<file path="config.mk">
export PLATFORM = sky130hd
export DESIGN_NAME = kway_tournament_merger_top
export DESIGN_NICKNAME = d
export VERILOG_FILES = /design/src/sv/kwtm_pkg.sv /design/src/sv/kwtm_select.sv /design/src/sv/kwtm_top.sv /design/src/sv/kway_tournament_merger_top.sv
export SDC_FILE = /design/constraint.sdc
export NUM_CORES = 2
export LEC_CHECK = 0
export BUFFER_PORTS_ARGS = -buffer_cell sky130_fd_sc_hd__buf_2
export CORE_MARGIN = 4
export CORE_UTILIZATION = 25
export CTS_CLUSTER_DIAMETER = 60
export CTS_CLUSTER_SIZE = 12
export DETAILED_ROUTE_END_ITERATION = 7
export GPL_TIMING_DRIVEN = 0
export PLACE_DENSITY = 0.4
export SYNTH_ARGS = -nofsm -noshare
export SYNTH_HDL_FRONTEND = slang
export SYNTH_HIERARCHICAL = 1
export SYNTH_SLANG_ARGS = --single-unit
</file>
<file path="constraint.sdc">
create_clock -name clk -period 20.9 [get_ports clk]
set_clock_uncertainty 0.15 [all_clocks]
set_input_delay 3.135 -clock clk [delete_from_list [all_inputs] [get_ports clk]]
set_output_delay 3.135 -clock clk [all_outputs]
set_load 0.01 [all_outputs]
</file>
<file path="src/sv/kwtm_pkg.sv">
// Package: shared constants and types for the k-way tournament merger.
`timescale 1ns / 1ps
package kwtm_pkg;

    localparam int MAX_WAYS = 8;
    localparam int WAY_W    = $clog2(MAX_WAYS);
    localparam int LEAVES   = 1 << WAY_W;
    localparam int NODES    = 2 * LEAVES - 1;
    localparam int KEY_W    = 32;
    localparam int SER_W    = 32;
    localparam int WCNT_W   = 4;

    localparam logic CMD_RECORD  = 1'b0;
    localparam logic CMD_EXHAUST = 1'b1;

    localparam logic [WCNT_W-1:0] WAY_COUNT_RESET = WCNT_W'(2);

    typedef struct packed {
        logic             found;
        logic [WAY_W-1:0] best;
    } sel_t;

endpackage

</file>
<file path="src/sv/kwtm_select.sv">
// Winner tree: picks the smallest valid record by key, serial, then lower way.
`timescale 1ns / 1ps
module kwtm_select
    import kwtm_pkg::*;
(
    input  logic [MAX_WAYS-1:0]    cand_valid,
    input  logic signed [KEY_W-1:0] cand_key [MAX_WAYS],
    input  logic [SER_W-1:0]       cand_serial [MAX_WAYS],
    output sel_t                   sel
);

    logic                    nd_valid  [NODES];
    logic signed [KEY_W-1:0] nd_key    [NODES];
    logic [SER_W-1:0]        nd_serial [NODES];
    logic [WAY_W-1:0]        nd_way    [NODES];

    always_comb
    begin
        for (int j = NODES - 1; j >= 0; j--)
        begin
            if (j >= LEAVES - 1)
            begin
                if (j - (LEAVES - 1) < MAX_WAYS)
                begin
                    nd_valid[j]  = cand_valid[j - (LEAVES - 1)];
                    nd_key[j]    = cand_key[j - (LEAVES - 1)];
                    nd_serial[j] = cand_serial[j - (LEAVES - 1)];
                end
                else
                begin
                    nd_valid[j]  = 1'b0;
                    nd_key[j]    = '0;
                    nd_serial[j] = '0;
                end
                nd_way[j] = WAY_W'(j - (LEAVES - 1));
            end
            else if (nd_valid[2*j+2] && (!nd_valid[2*j+1] ||
                     (nd_key[2*j+2] < nd_key[2*j+1]) ||
                     ((nd_key[2*j+2] == nd_key[2*j+1]) &&
                      (nd_serial[2*j+2] < nd_serial[2*j+1]))))
            begin
                nd_valid[j]  = 1'b1;
                nd_key[j]    = nd_key[2*j+2];
                nd_serial[j] = nd_serial[2*j+2];
                nd_way[j]    = nd_way[2*j+2];
            end
            else
            begin
                nd_valid[j]  = nd_valid[2*j+1];
                nd_key[j]    = nd_key[2*j+1];
                nd_serial[j] = nd_serial[2*j+1];
                nd_way[j]    = nd_way[2*j+1];
            end
        end
    end

    assign sel.found = nd_valid[0];
    assign sel.best  = nd_way[0];

endmodule

</file>
<file path="src/sv/kwtm_top.sv">
// Result register stage with the valid/ready output handshake.
`timescale 1ns / 1ps
module kwtm_out_stage
    import kwtm_pkg::*;
(
    input  logic                    clk,
    input  logic                    rst_n,
    input  logic                    load,
    input  logic                    emit,
    input  logic signed [KEY_W-1:0] res_key,
    input  logic [SER_W-1:0]        res_serial,
    input  logic [WAY_W-1:0]        res_way,
    input  logic                    res_done,
    output logic                    out_valid,
    input  logic                    out_ready,
    output logic signed [KEY_W-1:0] out_key,
    output logic [SER_W-1:0]        out_serial,
    output logic [2:0]              out_way,
    output logic                    done_res
);

    logic                    valid_reg;
    logic signed [KEY_W-1:0] key_reg;
    logic [SER_W-1:0]        serial_reg;
    logic [WAY_W-1:0]        way_reg;
    logic                    done_reg;

    always_ff @(posedge clk or negedge rst_n)
    begin
        if (!rst_n)
        begin
            valid_reg <= 1'b0;
        end
        else if (load)
        begin
            valid_reg <= emit;
        end
        else if (out_ready)
        begin
            valid_reg <= 1'b0;
        end
    end

    always_ff @(posedge clk)
    begin
        if (load && emit)
        begin
            key_reg    <= res_key;
            serial_reg <= res_serial;
            way_reg    <= res_way;
            done_reg   <= res_done;
        end
    end

    assign out_valid  = valid_reg;
    assign out_key    = key_reg;
    assign out_serial = serial_reg;
    assign out_way    = 3'(way_reg);
    assign done_res   = done_reg;

endmodule

</file>
<file path="src/sv/kway_tournament_merger_top.sv">
// Top level: k-way merge of sorted runs with a winner-tree selection.
// Path: an accepted input is held in the input register; the tree and state update
// lie between it and the result register, which loads only when the output slot frees.
// Throughput: one item per cycle unless the output stalls; the winner tree is combinational.
// Reset: asynchronous, active low; all ways await a record, way_count is 2.
`timescale 1ns / 1ps
module kway_tournament_merger_top
    import kwtm_pkg::*;
(
    input  logic                    clk,
    input  logic                    rst_n,
    input  logic                    cfg_wen,
    input  logic [WCNT_W-1:0]       cfg_wdata,
    input  logic                    in_valid,
    output logic                    in_ready,
    input  logic                    command,
    input  logic [2:0]              way,
    input  logic signed [KEY_W-1:0] key,
    input  logic [SER_W-1:0]        serial,
    output logic                    out_valid,
    input  logic                    out_ready,
    output logic signed [KEY_W-1:0] out_key,
    output logic [SER_W-1:0]        out_serial,
    output logic [2:0]              out_way,
    output logic                    done_res
);

    logic [WCNT_W-1:0] way_count_reg;

    logic                    in_valid_reg;
    logic                    cmd_reg;
    logic [WAY_W-1:0]        way_reg;
    logic signed [KEY_W-1:0] key_reg;
    logic [SER_W-1:0]        serial_reg;

    logic signed [KEY_W-1:0] held_key_reg    [MAX_WAYS];
    logic [SER_W-1:0]        held_serial_reg [MAX_WAYS];
    logic [MAX_WAYS-1:0]     holding_reg;
    logic [MAX_WAYS-1:0]     awaiting_reg;
    logic [MAX_WAYS-1:0]     holding_next;
    logic [MAX_WAYS-1:0]     awaiting_next;

    logic [WCNT_W-1:0]       n_act;
    logic [MAX_WAYS-1:0]     act;
    logic                    take;
    logic                    wr_rec;
    logic                    any_wait;
    logic                    emit;
    logic                    proc_en;
    logic signed [KEY_W-1:0] cand_key    [MAX_WAYS];
    logic [SER_W-1:0]        cand_serial [MAX_WAYS];
    sel_t                    sel;
    logic signed [KEY_W-1:0] res_key;
    logic [SER_W-1:0]        res_serial;
    logic [WAY_W-1:0]        res_way;
    logic                    res_done;

    // out_valid is read back as the output slot's occupancy
    assign proc_en  = in_valid_reg && (!out_valid || out_ready);
    assign in_ready = !in_valid_reg || proc_en;

    always_ff @(posedge clk or negedge rst_n)
    begin
        if (!rst_n)
        begin
            way_count_reg <= WAY_COUNT_RESET;
        end
        else if (cfg_wen)
        begin
            way_count_reg <= cfg_wdata;
        end
    end

    always_ff @(posedge clk or negedge rst_n)
    begin
        if (!rst_n)
        begin
            in_valid_reg <= 1'b0;
        end
        else if (in_ready)
        begin
            in_valid_reg <= in_valid;
        end
    end

    always_ff @(posedge clk)
    begin
        if (in_ready && in_valid)
        begin
            cmd_reg    <= command;
            way_reg    <= WAY_W'(way);
            key_reg    <= key;
            serial_reg <= serial;
        end
    end

    assign n_act = (way_count_reg > WCNT_W'(MAX_WAYS)) ? WCNT_W'(MAX_WAYS) : way_count_reg;

    always_comb
    begin
        for (int i = 0; i < MAX_WAYS; i++)
        begin
            act[i] = (WCNT_W'(i) < n_act);
        end
    end

    assign take   = act[way_reg] && awaiting_reg[way_reg];
    assign wr_rec = take && (cmd_reg == CMD_RECORD);

    always_comb
    begin
        for (int i = 0; i < MAX_WAYS; i++)
        begin
            if (wr_rec && (way_reg == WAY_W'(i)))
            begin
                cand_key[i]    = key_reg;
                cand_serial[i] = serial_reg;
            end
            else
            begin
                cand_key[i]    = held_key_reg[i];
                cand_serial[i] = held_serial_reg[i];
            end
        end
    end

    logic [MAX_WAYS-1:0] hold_upd;
    logic [MAX_WAYS-1:0] await_upd;

    always_comb
    begin
        hold_upd  = holding_reg;
        await_upd = awaiting_reg;
        if (take)
        begin
            await_upd[way_reg] = 1'b0;
            hold_upd[way_reg]  = (cmd_reg == CMD_RECORD);
        end
    end

    assign any_wait = |(await_upd & act);

    kwtm_select u_select (
        .cand_valid  (hold_upd & act),
        .cand_key    (cand_key),
        .cand_serial (cand_serial),
        .sel         (sel)
    );

    always_comb
    begin
        holding_next  = hold_upd;
        awaiting_next = await_upd;
        emit          = !any_wait;
        res_key       = '0;
        res_serial    = '0;
        res_way       = '0;
        res_done      = 1'b0;
        if (!any_wait)
        begin
            if (sel.found)
            begin
                holding_next[sel.best]  = 1'b0;
                awaiting_next[sel.best] = 1'b1;
                res_key                 = cand_key[sel.best];
                res_serial              = cand_serial[sel.best];
                res_way                 = sel.best;
            end
            else
            begin
                holding_next  = '0;
                awaiting_next = '1;
                res_done      = 1'b1;
            end
        end
    end

    always_ff @(posedge clk or negedge rst_n)
    begin
        if (!rst_n)
        begin
            holding_reg  <= '0;
            awaiting_reg <= '1;
        end
        else if (proc_en)
        begin
            holding_reg  <= holding_next;
            awaiting_reg <= awaiting_next;
        end
    end

    always_ff @(posedge clk)
    begin
        if (proc_en && wr_rec)
        begin
            held_key_reg[way_reg]    <= key_reg;
            held_serial_reg[way_reg] <= serial_reg;
        end
    end

    kwtm_out_stage u_out (
        .clk        (clk),
        .rst_n      (rst_n),
        .load       (proc_en),
        .emit       (emit),
        .res_key    (res_key),
        .res_serial (res_serial),
        .res_way    (res_way),
        .res_done   (res_done),
        .out_valid  (out_valid),
        .out_ready  (out_ready),
        .out_key    (out_key),
        .out_serial (out_serial),
        .out_way    (out_way),
        .done_res   (done_res)
    );

endmodule
</file>
==> flow_summary_export.csv <==
group,metric,value,unit
critical_path,startpoint,"way_count_reg[3]",
clock_network,clock_sinks,670,
critical_path,critical_path.reg2reg.startpoint,"way_count_reg[3]",
sta,hold-worst-slack,0.376,ns
sta,finalCritPeriodShare,102,%
critical_path,critical_path_required,21.15,ns
finish,n_fill_cell,19500,
placed_design,portBuffers,146,
sta,max_slew_margin,3.55,%
hold_path,hold_start,"u_out/out_valid",
finish,most-common-layout-cells,"edfxtp_1 (648), mux2_2 (567), nand2_1 (456)",
route,detail_route.drc_violations,0,
synth,yosys.area.top_type,"edfxtp_1",
die,effective_utilization_at_floorplan,25.2,%
run,maxCapViolCount,0,
clock_network,worst_setup_hold_path_clk_slew,0.06,ns
hold_path,holdPathStages,1,
route,via_count,39200,
clock_network,cts_inserted_buffers,94,
route,routed_wl,222000,um
critical_path,worst_path_largest_cell_delay,0.97,ns
sta,setup_viol_count_final,20,
critical_path,crit_top_cell,"clkbuf_1",
finish,final_common_cell,"edfxtp_1",
sta,maxClockFrequency,47.1,MHz
critical_path,regToRegSetupSlack,-0.35,ns
die,die_width,441,um
synth,synth_seq_cells,670,
status,failed_checks,"setup timing",
sta,rsz0062_at_grt,"false",
route,viasPerCell,5.34,
sta,maxSlewViolCount,0,
grt,first_global_vias,38100,
power_and_ir_drop,leakagePower,21.5,nW
clock_network,cts_htree_levels,3,
sta,post-route-worst-setup-slack,-0.351,ns
synth,synth_edf_count,648,
power_and_ir_drop,peakVddDrop,104,uV
route,postRouteAntennaNets,0,
die,chipHeight,441,um
grt,use_met3,3.76,%
sta,final_hold_viol_count,0,
sta,final.min_clock_period,21.25,ns
synth,post_synth_num_cell_types,89,
clock_network,cts.hold.buffers_added,0,
synth,yosysSeqAreaShare,42.7,%
synth,synthFlopType,"edfxtp_1",
synth,yosys.area.top_type_share,41.5,%
critical_path,cell_type_of_the_slowest_stage_on_the_worst_timing_path,"clkbuf_1",
route,wire_per_inst,30.3,um
synth,syn_nets,4991,
finish,finish.utilization,29.6,%
placed_design,hpwl,170000,um
die,io-pin-count,147,
grt,grt_remaining_overflow,0,
grt,antenna_found_initial,15,
synth,postSynth.asyncResetShare,3.28,%
finish,fraction_of_layout_cells_with_a_size_suffix_above_1,23.6,%
grt,most_used_layer_global_route,"met2",
clock_network,max-clock-path-buffers,3,
sta,worst_pin_slew,1.45,ns
clock_network,tritoncts,"yes",
finish,areaGrowthSynthToFinish,17.4,%
clock_network,clk-insertion-delay-late,0.75,ns
synth,synthCells,4473,
die,dieArea,194000,um^2
clock_network,clock_tree.root_cell,"clkbuf_16",
power_and_ir_drop,power-per-cell-area,122,nW/um^2
critical_path,crit_path_end_kind,"flip-flop",
grt,grt_use_met1,29.9,%
synth,leading_cell_types_by_total_area_after_synthesis,"edfxtp_1 (42%), mux2_2 (14%), ha_1 (12%)",
synth,synth_area_per_cell,10.5,um^2
synth,cell_area_after_synthesis,46900,um^2
hold_path,min_path_type,"flip-flop to flip-flop",
die,core_area,186000,um^2
synth,synth-warning-count,6,
die,core.rowCount,158,
critical_path,path_class,"flip-flop to flip-flop",
grt,grt_use_met2,35.1,%
route,drt_pass1_iterations,6,
grt,grt_first_pass_wirelength,304000,um
placed_design,final_replace_weighted_congestion,0.915,
finish,nNetsFinal,5305,
critical_path,crit_fanout,10,
critical_path,reg2reg_depth,49,
grt,pin_count_of_the_biggest_net_entering_global_routing,70,
critical_path,timing.critical_path.arrival,21.50,ns
grt,grtUsageTotal,22.2,%
route,dr.first_iter.drc_count,3919,
status,run_status,"complete, but fails checks",
critical_path,setup.worst_path.start_class,"flip-flop",
[routing by layer]
layer / up-vias / part of all wire [%] / wire, um
li1: 17400 / - / -
met1: 19600 / 44 / 96600
met2: 1692 / 45 / 99600
met3: 411 / 7.1 / 15800
met4: 8 / 4.4 / 9850
met5: - / 0.019 / 42
[report_power, final]
group	leakage [nW]	internal, mW	switching (mW)	total, mW
clock network	1.56	0.980	0.695	1.68
registers	6.15	1.54	0.0544	1.59
logic	13.8	1.05	2.41	3.46
total	21.5	3.57	3.16	6.73
[logic make-up (layout without fill, tap and decap cells)]
family                     after synthesis  in the layout  share of synthesized area (%)
and+or+nand+nor                       1338           1338                           14.0
muxes                                  641            641                           15.2
xor gates and xnor gates                 2              2                         0.0374
AOI/OAI and AO/OA                      840            840                           11.5
adders and majority gates              442            442                           11.8
buffers and inverters                  540            922                           4.65
other                                    0              1                              0
DFF                                    670            670                           42.7
[final timing paths]
check / to
worst max-delay path: u_out/out_key[4]
max in group asynchronous: holding_reg[4]
worst max register to register: u_out/out_key[4]
min in group asynchronous: way_count_reg[2]
worst min-delay path: u_out/out_valid
worst min register to register: u_out/out_valid
[per-stage QoR]
stage                     TNS (ns)  instance area [um^2]  instances  total power [mW]  setup WS [ns]
after floorplan                  0                 46900       4473              3.51           8.42
after global placement     -309.98                 50700       7099              4.92          -4.40
after detailed placement   -105.69                 51600       7166              4.93          -2.46
after CTS                        0                 54900       7331              6.67         0.0159
after global routing             0                 55000       7335              7.00         0.0710
final                        -2.15                 55000       7336              6.73         -0.351
[critical path: cells and delay by family (launching register included)]
family | cells | cell delay [ns]
simple gates | 16 | 6.48
flops | 1 | 0.45
compound gates | 15 | 5.63
mux | 2 | 0.90
buf+inv | 13 | 6.41
fa+ha+maj | 3 | 0.77
[Yosys cell counts, types with 30 or more instances]
cell / count
edfxtp_1: 648
mux2_2: 567
nand2_1: 456
ha_1: 441
inv_1: 280
nor2_1: 259
a21oi_1: 226
nor3_1: 210
o21ai_0: 175
clkbuf_1: 149
o22ai_1: 99
nand4_1: 81
nand2b_1: 80
mux2i_1: 73
o21a_1: 73
buf_2: 72
nor4_1: 56
nand3_1: 40
a21o_1: 33
o22a_1: 33
o211ai_1: 30
[final cells by class]
class / count / area [um^2] / share of cell area (%)
clock inverters: 59 / 706 / 1.28
inverters: 282 / 1060 / 1.92
plain buffers: 258 / 1190 / 2.16
well taps: 2480 / 3100 / 5.64
multi-input cells: 3263 / 24900 / 45.2
clock buffers: 105 / 2480 / 4.50
repair buffers: 218 / 1570 / 2.85
flip-flops and latches: 670 / 20000 / 36.4
diodes: 1 / 2.50 / 0.00455
[repair_timing]
action                     4_1_cts  5_1_grt
setup endpoints to repair       80       39
pin swaps                        1        1
setup buffers                    1        4
resized for setup               44       21
No activity file was read; power rests on OpenSTA's default activity.
